--- src/rtl/vrbs_pkg.sv ---
package vrbs_pkg;

    // Default sizing of the store
    localparam int STACK_BYTES_DEF = 1024;
    localparam int LEN_BYTES_DEF   = 2;
    localparam int MAX_RECORD_DEF  = 64;

    // Fixed field widths
    localparam int OP_W   = 3;
    localparam int BYTE_W = 8;
    localparam int LEN_W  = 7;

    // Command queue between front and back
    localparam int QDEPTH = 2;
    localparam int QAW    = $clog2(QDEPTH);

    localparam logic [OP_W-1:0] OP_PUSH  = 3'd0;
    localparam logic [OP_W-1:0] OP_POP   = 3'd1;
    localparam logic [OP_W-1:0] OP_PEEK  = 3'd2;
    localparam logic [OP_W-1:0] OP_CLEAR = 3'd3;
    localparam logic [OP_W-1:0] OP_QUERY = 3'd4;

    typedef enum logic [2:0] {
        CMD_PUSH,
        CMD_POP,
        CMD_PEEK,
        CMD_CLEAR,
        CMD_QUERY,
        CMD_NOP
    } t_cmd;

    typedef enum logic [1:0] {
        ST_OK    = 2'd0,
        ST_FULL  = 2'd1,
        ST_EMPTY = 2'd2
    } t_status;

    typedef enum logic [1:0] {
        S_IDLE,
        S_LEN,
        S_EMIT,
        S_TRAIL
    } t_state;

    typedef struct packed {
        t_cmd              cmd;
        logic [BYTE_W-1:0] data_byte;
        logic [LEN_W-1:0]  length;
        logic              last_byte;
    } t_item;

    typedef struct packed {
        logic              strobe;
        t_status           status;
        logic [BYTE_W-1:0] out_byte;
        logic              byte_valid;
        logic              last_result;
        logic              is_empty;
        logic              no_room;
    } t_result;

endpackage

--- src/rtl/vrbs_front.sv ---
module vrbs_front
    import vrbs_pkg::*;
(
    input  logic              i_clk,
    input  logic              i_rst_n,
    input  logic              i_start,
    output logic              o_busy,
    input  logic [OP_W-1:0]   i_op,
    input  logic [BYTE_W-1:0] i_data_byte,
    input  logic [LEN_W-1:0]  i_length,
    input  logic              i_last_byte,
    output logic              o_valid,
    output t_item             o_item,
    input  logic              i_deq
);

    t_item            r_slot [QDEPTH];
    logic [QAW-1:0]   r_wptr;
    logic [QAW-1:0]   r_rptr;
    logic [QAW:0]     r_fill;
    logic             enq;
    t_item            item_in;

    function automatic t_cmd classify(input logic [OP_W-1:0] op);
        t_cmd c;
        unique case (op)
            OP_PUSH:  c = CMD_PUSH;
            OP_POP:   c = CMD_POP;
            OP_PEEK:  c = CMD_PEEK;
            OP_CLEAR: c = CMD_CLEAR;
            OP_QUERY: c = CMD_QUERY;
            default:  c = CMD_NOP;
        endcase
        return c;
    endfunction

    assign o_busy  = (r_fill == (QAW+1)'(QDEPTH));
    assign enq     = i_start && !o_busy;
    assign o_valid = (r_fill != '0);
    assign o_item  = r_slot[r_rptr];

    always_comb begin
        item_in.cmd       = classify(i_op);
        item_in.data_byte = i_data_byte;
        item_in.length    = i_length;
        item_in.last_byte = i_last_byte;
    end

    always_ff @(posedge i_clk) begin
        if (enq) begin
            r_slot[r_wptr] <= item_in;
        end
    end

    always_ff @(posedge i_clk) begin
        if (!i_rst_n) begin
            r_wptr <= '0;
            r_rptr <= '0;
            r_fill <= '0;
        end else begin
            if (enq) begin
                r_wptr <= (r_wptr == QAW'(QDEPTH-1)) ? '0 : r_wptr + 1'b1;
            end
            if (i_deq) begin
                r_rptr <= (r_rptr == QAW'(QDEPTH-1)) ? '0 : r_rptr + 1'b1;
            end
            r_fill <= r_fill + (QAW+1)'(enq) - (QAW+1)'(i_deq);
        end
    end

    a_fill_bound: assert property (@(posedge i_clk) disable iff (!i_rst_n)
        r_fill <= (QAW+1)'(QDEPTH)) else $error("queue overfilled");

    a_deq_nonempty: assert property (@(posedge i_clk) disable iff (!i_rst_n)
        i_deq |-> o_valid) else $error("dequeue from empty queue");

endmodule

--- config.mk ---
export PLATFORM = sky130hd
export DESIGN_NAME = vrbs_front
export DESIGN_NICKNAME = d
export VERILOG_FILES = /design/src/rtl/vrbs_pkg.sv /design/src/rtl/vrbs_front.sv
export SDC_FILE = /design/constraint.sdc
export NUM_CORES = 1
export LEC_CHECK = 0
export BUFFER_PORTS_ARGS = -buffer_cell sky130_fd_sc_hd__buf_4
export CORE_UTILIZATION = 30
export CTS_BUF_LIST = sky130_fd_sc_hd__clkbuf_8 sky130_fd_sc_hd__clkbuf_16
export CTS_CLUSTER_DIAMETER = 100
export CTS_CLUSTER_SIZE = 12
export DETAILED_ROUTE_END_ITERATION = 10
export PLACE_DENSITY = 0.49
export SETUP_SLACK_MARGIN = 0.05
export SLEW_MARGIN = 40
export SYNTH_ARGS = -nofsm -noshare
export SYNTH_HDL_FRONTEND = slang
export SYNTH_SLANG_ARGS = --single-unit
export TNS_END_PERCENT = 20
--- constraint.sdc ---
create_clock -name i_clk -period 2 [get_ports i_clk]
set_input_delay 0.3 -clock i_clk [delete_from_list [all_inputs] [get_ports i_clk]]
set_output_delay 0.3 -clock i_clk [all_outputs]
set_load 0.005 [all_outputs]
==> results of run 1 <==
flip-flops by register name (all words and copies together), names as in the netlist, named ones only:
name    cells
r_slot     38
r_fill      2
r_rptr      1
r_wptr      1
cell type report:
| cell class | instances | area, µm² | share of cell area [%] |
|---|---|---|---|
| Clock buffer | 5 | 68.8 | 3.09 |
| Clock inverter | 3 | 63.8 | 2.87 |
| Inverter | 3 | 11.3 | 0.506 |
| Multi-Input combinational cell | 39 | 385 | 17.3 |
| Sequential cell | 43 | 1240 | 55.8 |
| Tap cell | 70 | 87.6 | 3.93 |
| Timing Repair Buffer | 49 | 368 | 16.5 |
kinds of logic after synthesis:
group           count (synthesis)  synth area share (%)
mux                            20                  15.7
xor+xnor                        2                  1.05
compound gates                  1                 0.450
fa+ha+maj                       2                  1.50
simple gates                   14                  4.27
flops                          43                  74.3
buf+inv                         6                  2.77
worst max-delay path, stage by stage (launching register included):
cell	delay, ns
dfxtp_1	0.36
nand2b_1	0.16
nand2_1	0.12
ha_1	0.30
inv_1	0.04
ha_1	0.18
xor2_1	0.15
and2_1	0.15
nor3_1	0.11
report_power, final:
part           internal, mW  switching, mW
sequential             1.09         0.0295
combinational         0.232          0.160
clock                 0.494          0.283
stage by stage:
| step | std cells | util (%) | cell area [µm²] | worst slack (ns) |
|---|---|---|---|---|
| 3_5_place_dp | 204 | 40.0 | 2090 | 0.354 |
| 5_1_grt | 212 | 42.5 | 2230 | 0.236 |
| 2_1_floorplan | 88 | - | 1670 | 0.232 |
| 4_1_cts | 212 | 42.5 | 2230 | 0.343 |
| 3_3_place_gp | 204 | 40.0 | 2090 | 0.482 |
| 6_report | 212 | 42.5 | 2230 | 0.360 |
worst paths after layout:
kind | cells after the start | slack, ns | to | start
worst max-delay path | 8 | 0.36 | r_fill[1] | r_fill[0]
worst max register to register | 8 | 0.36 | r_fill[1] | r_fill[0]
worst min register to register | 2 | 0.51 | r_wptr | r_wptr
worst min-delay path | 1 | 0.19 | r_slot[0][2] | i_length[1]
Yosys cell counts (2+ instances only):
cell	instances
nand2_1	2
inv_1	3
nand2b_1	2
mux2_2	9
and2_1	2
edfxtp_1	38
nor2_1	4
ha_1	2
dfxtp_1	5
mux2_4	10
routing by layer:
metal | track usage, % | share of wire [%]
met1 | 11.4 | 44
met5 | 0 | 0
met4 | 4.62 | 0.88
met2 | 16.7 | 50
met3 | 3.35 | 4.6
==> summary.txt, run 1 <==
clock-pin slew on the worst setup and hold paths: 0.08 ns
deepest clock path buffer count: 2
Starting Density: 31.9%
YS warnings: 0
Startpoint Class: flop
max cap viols: 0
commonest non-fill, non-tap cell in the layout: buf_4
pwr dens: 1030 nW/µm²
initial antenna violation count: 0
Setup Total Neg Slack: 0 ns
WP data required: 2.22 ns
CTS Hold Bufs: 0
Setup crit end kind: flop
Root Driver: clkbuf_8
Total Routed Length: 2.73 mm
Syn Nets: 113
DR vias: 880
largest net degree at the start of global routing: 14
Max Slew Vio Count: 0
number of global-route vias before repair: 940
fin crit period: 1.64 ns
data arrival time of the critical path: 1.86 ns
gr usage total: 9.95%
Seq/Total Area, Yosys: 74.3%
post_cts resized: 0
vias per inst: 4.15
DRC violations left: 0
Async SR Flop Fraction: 0%
GR Overflow Total: 0
leak pwr: 0.904 nW
Pre-Repair DR Iteration Count: 6
Mapped Area: 1670 µm²
final total power: 2.29 mW
# fillers: 484
Area contributors post-synth: edfxtp_1, mux2_4, mux2_2, dfxtp_1, ha_1
Ports: 44
die width: 76.6 µm
Seq cells post-synth: 43
DP HPWL: 1.96 mm
Relative slew margins: 87.3%
DIE HEIGHT: 76.6 µm
clk_lat worst skew: 0.28 ns
top cell type's share of synthesized area: 68.3%
worst hold path class: primary input to flop
RSZ-0062 raised after global routing: false
status: complete, no violations
I/O Buffers: 43
Area growth syn-to-layout: 33.3%
final-report setup violation count: 0
CTS tree: done
CTS H-tree lvls: 2
Post CTS Setup Buffer Count: 0
Post-synth EDFFs: 38
total core area: 5240 µm²
Detailed Route Iter0 Violations: 14
first-pass GRT wire length: 4.39 mm
ANT nets after route: 0
ratio of cells with drive above 1 in the final layout: 54.2%
ANT cells: 0
fin nets: 166
area leader, netlist: edfxtp_1
crit path max fanout: 3
Max IR drop VDD: 386 µV
Worst-Margin Slew: 0.190 ns
prevailing post-synth register cell: edfxtp_1
clock sink total: 43
fmax: 610 MHz
# rows: 26
Placer Congestion: 0.620
final hold vios: 0
crit share post-route: 82.0%
Num CTS Buffers: 5
total die area: 5870 µm²
worst hold slack: 0.192 ns
distinct cell type count after synthesis: 21
WS Path Type: flop to flop
clk_skew: 0.00737 ns
DR WL/cell: 12.9 µm
syn avg cell area: 19.0 µm²
Mapped Cells: 88
most frequent cells in the layout: buf_4, edfxtp_1, mux2_4, mux2_2
No activity file was read; power rests on OpenSTA's default activity.
==> inputs of run 2 (changes only) <==
- PLACE_DENSITY: 0.49 -> 0.51
- clock period: 2 -> 1.45 ns (I/O delays scaled with it)
==> run 2 against run 1 <==
The run now ends with setup timing left. Critical path depth down 5. Register-to-register slack lost 0.36 ns. Hold slack lost 0.081 ns. Largest cell class unchanged. Wire length up 2.3%. Non-clock buffer count rose by 2. Cell count is 0.94% higher. Highest routed layer unchanged. Sequential power is 39% higher.
==> summary.txt, run 2 (synthesis gave the netlist of run 1 again) <==
crit-path max cell delay: 0.40 ns
Placer Congestion: 0.603
Top reg by flops: r_slot
M1 GR Usage: 11.8%
largest net degree at the start of global routing: 13
# rows: 26
max FFs per register: 38
pwr dens: 1240 nW/µm²
WP data required: 1.23 ns
Max Slew Vio Count: 0
Total Routed Length: 2.79 mm
global route hottest layer: met2
final total power: 2.95 mW
crit path cell chain: buf_12 > mux2_4 > buf_6
leak pwr: 0.972 nW
Worst-Margin Slew: 0.187 ns
Startpoint Class: flop
Area growth syn-to-layout: 42.7%
Num CTS Buffers: 5
Ports: 44
DR vias: 898
max cap viols: 0
GR Overflow Total: 0
final-report setup violation count: 19
first-pass GRT wire length: 4.46 mm
pre-CTS setup slack: -0.0298 ns
clk_lat worst skew: 0.29 ns
I/O Buffers: 43
met3 Use GR: 3.59%
RSZ-0062 raised after global routing: true
violated checks: setup timing
total core area: 5240 µm²
DRC violations left: 0
CTS H-tree lvls: 2
ANT cells: 0
commonest non-fill, non-tap cell in the layout: edfxtp_1
vias per inst: 4.20
deepest clock path buffer count: 2
data arrival time of the critical path: 1.26 ns
crit path max fanout: 7
number of global-route vias before repair: 932
crit share post-route: 102%
Pre-Repair DR Iteration Count: 4
fmax: 678 MHz
Post CTS Setup Buffer Count: 0
Detailed Route Iter0 Violations: 59
GR Layer Usage met2: 17.0%
ANT nets after route: 0
cells on worst reg2reg path: 8
status: complete, but fails checks
fin crit period: 1.47 ns
CTS tree: done
Max IR drop VDD: 640 µV
worst hold path class: primary input to flop
clock sink total: 43
final hold vios: 0
gr usage total: 10.3%
ratio of cells with drive above 1 in the final layout: 60.4%
# fillers: 463
DIE HEIGHT: 76.6 µm
Final Worst Setup Slack: -0.0247 ns
Starting Density: 31.9%
CTS Hold Bufs: 0
slowest stage cell, crit path: dfxtp_4
WS Path Type: flop to output port
Placed Cells: 205
clk_skew: 0.00597 ns
Top Registers: r_slot (38), r_fill (2)
die width: 76.6 µm
Root Driver: clkbuf_8
clock-pin slew on the worst setup and hold paths: 0.08 ns
Finished Core Util: 45.5%
Finished Layout Cells: 214
DP HPWL: 1.94 mm
Setup crit end kind: output port
most frequent cells in the layout: edfxtp_1, buf_4, mux2_4, buf_6
Hold Path Depth: 1
DR WL/cell: 13.0 µm
fin nets: 168
initial antenna violation count: 0
total die area: 5870 µm²
Relative slew margins: 87.5%
-- run 2: timing repair --
item	CTS	global route
cloned	1	0
resized for setup	34	2
pin swaps	1	0
setup endpoints to repair	20	20
-- run 2: critical path: cells and delay by family (launching register included) --
kind                   cells  cell delay (ns)
buffers and inverters      2             0.26
flip-flops                 1             0.40
multiplexers               1             0.31
-- run 2: report_power, final --
part / internal (mW) / switching (mW)
clock: 0.324 / 0.371
combinational: 0.440 / 0.257
sequential: 1.51 / 0.0521
total: 2.27 / 0.680
-- run 2: final cells by class --
type / instances / area, µm² / share of cell area, %
tap: 70 / 87.6 / 3.67
sequential: 43 / 1250 / 52.3
clock inverter: 3 / 12.5 / 0.525
inverter: 3 / 11.3 / 0.472
timing repair buffer: 51 / 494 / 20.7
multi-input combinational: 39 / 462 / 19.4
clock buffer: 5 / 68.8 / 2.89
-- run 2: path summary, 6_finish.rpt --
kind / to / startpoint / slack [ns]
worst max-delay path: o_item[18] / flop / -0.02
worst min-delay path: r_slot[1][15] / i_data_byte[7] / 0.11
worst max register to register: r_fill[1] / r_fill[0] / 0
worst min register to register: r_wptr / r_wptr / 0.50
-- run 2: layer usage --
metal / vias to the layer above / routed length, µm / part of all wire [%]
met1: 431 / 1210 / 43
met5: - / 0 / 0
met3: 4 / 146 / 5.2
met2: 30 / 1390 / 50
li1: 433 / - / -
met4: 0 / 39 / 1.4
-- run 2: metrics by stage --
step / hold slack (ns) / setup TNS [ns] / instance area (µm²)
final: 0.112 / -0.252 / 2380
after global routing: 0.0951 / -1.14 / 2380
after CTS: 0.101 / -0.725 / 2370
after detailed placement: 0.406 / -0.0298 / 2140
after global placement: 0.403 / 0 / 2140
after floorplan: 0.316 / 0 / 1700
==> inputs of run 3 (changes only) <==
- SKIP_LAST_GASP: not set -> 1
==> run 3 against run 2 <==
The flow still finishes with violations (setup timing). Largest cell class unchanged. Non-clock buffer count is 1 higher. Sequential share of layout area is 0.42 points higher. Sequential power hardly changed. Total power is 0.64% lower. Global-route usage is 0.052 points lower. Register-to-register slack hardly changed. Largest power group unchanged. Cell count is 0.47% higher. Sequential cell count stayed put. Maximum frequency hardly changed. Combinational power is 2% lower.
==> summary.txt, run 3 (synthesis gave the netlist of run 1 again) <==
Max Slew Vio Count: 0
final hold vios: 0
commonest non-fill, non-tap cell in the layout: edfxtp_1
fin crit period: 1.47 ns
clk_skew: 0.00398 ns
first-pass GRT wire length: 4.42 mm
fmax: 678 MHz
initial antenna violation count: 0
Detailed Route Iter0 Violations: 54
Ports: 44
crit path cell chain: buf_12 > mux2_4 > buf_6
WP data required: 1.23 ns
WS Path Type: flop to output port
Pre-Repair DR Iteration Count: 4
Post-Layout Inst Area: 2360 µm²
DIE HEIGHT: 76.6 µm
fin nets: 169
worst hold path class: primary input to flop
crit-path max cell delay: 0.40 ns
Int Pwr: 2.26 mW
gr usage total: 10.3%
clock share of power: 23.6%
die width: 76.6 µm
most frequent cells in the layout: edfxtp_1, buf_4, mux2_4, buf_6
RSZ-0062 raised after global routing: true
GR Overflow Total: 0
worst hold slack: 0.114 ns
leak pwr: 0.967 nW
Area growth syn-to-layout: 41.6%
Root Driver: clkbuf_8
# rows: 26
Setup crit end kind: output port
Total Routed Length: 2.79 mm
Relative slew margins: 87.4%
DRC violations left: 0
Num CTS Buffers: 5
max cap viols: 0
Startpoint Class: flop
final-report setup violation count: 19
Max IR drop VDD: 640 µV
vias per inst: 4.17
switching fraction of total power: 22.9%
DP HPWL: 1.94 mm
total core area: 5240 µm²
final total power: 2.93 mW
Starting Density: 31.9%
CTS H-tree lvls: 2
Seq pwr share: 53.2%
ANT cells: 0
Top Registers: r_slot (38), r_fill (2)
pwr dens: 1240 nW/µm²
slowest stage cell, crit path: dfxtp_4
DR vias: 896
deepest clock path buffer count: 2
Placed Area: 2140 µm²
crit path max fanout: 7
clock sink total: 43
I/O Buffers: 43
data arrival time of the critical path: 1.26 ns
ANT nets after route: 0
cells on worst reg2reg path: 8
NetSw: 0.672 mW
number of global-route vias before repair: 924
largest net degree at the start of global routing: 13
status: complete, but fails checks
Worst-Margin Slew: 0.188 ns
CTS tree: done
crit share post-route: 102%
Placer Congestion: 0.603
pre-CTS setup slack: -0.0298 ns
DR WL/cell: 13.0 µm
Top reg by flops: r_slot
ratio of cells with drive above 1 in the final layout: 60.7%
clk_lat worst skew: 0.28 ns
max FFs per register: 38
Final Worst Setup Slack: -0.0244 ns
clock-pin slew on the worst setup and hold paths: 0.08 ns
total die area: 5870 µm²
violated checks: setup timing
Hold Path Depth: 1
logic gate share of total power: 23.3%
[run 3: cell types whose count changed in the layout (fill, tap and decap cells not counted), sizes merged]
| cell | delta |
|---|---|
| buf | +1 |
[run 3: area by class of cell]
| cell class | count | area, µm² |
|---|---|---|
| clock buffer | 5 | 68.8 |
| multi-input combinational | 39 | 462 |
| clock inverter | 3 | 12.5 |
| inverter | 3 | 11.3 |
| tap | 70 | 87.6 |
| fill | 464 | 2870 |
| timing repair buffer | 52 | 475 |
| sequential | 43 | 1250 |
[run 3: worst paths after layout]
kind,slack [ns],to,from
max,-0.02,o_item[18],flop
min,0.11,r_slot[1][15],i_data_byte[7]
max reg2reg,0.01,r_fill[1],r_fill[0]
min reg2reg,0.50,r_wptr,r_wptr
[run 3: worst max-delay path, delay by kind of cell (launching register included)]
kind | cells | cell delay (ns)
buf+inv | 2 | 0.26
flops | 1 | 0.40
mux | 1 | 0.31
[run 3: stage by stage]
stage / setup TNS, ns / cells / util [%]
2_1_floorplan: 0 / 88 / -
3_3_place_gp: 0 / 205 / 40.9
3_5_place_dp: -0.0298 / 205 / 40.9
4_1_cts: -0.857 / 214 / 44.6
5_1_grt: -1.22 / 215 / 45.2
6_report: -0.331 / 215 / 45.2
[run 3: power groups by stage]
stage / sequential [mW] / clock [mW] / combinational, mW
final: 1.56 / 0.691 / 0.682
after detailed placement: 1.58 / 0 / 0.588
after floorplan: 1.57 / 0 / 0.306
after global placement: 1.57 / 0 / 0.574
after global routing: 1.57 / 0.769 / 0.739
after CTS: 1.56 / 0.714 / 0.668
[run 3: routing by layer]
| layer | track usage, % | up-vias | wire (µm) |
|---|---|---|---|
| met2 | 16.9 | 30 | 1350 |
| met5 | 0 | - | 0 |
| met4 | 5.19 | 0 | 39 |
| li1 | - | 434 | - |
| met3 | 3.71 | 4 | 153 |
| met1 | 11.7 | 428 | 1240 |
[run 3: what timing repair did]
action / CTS / global route
gates resized for setup: 24 / 5
endpoints found under the setup margin: 20 / 21
hold buffers: 0 / 0
gates cloned: 1 / 0
setup buffers: 0 / 1
pin swaps: 0 / 1
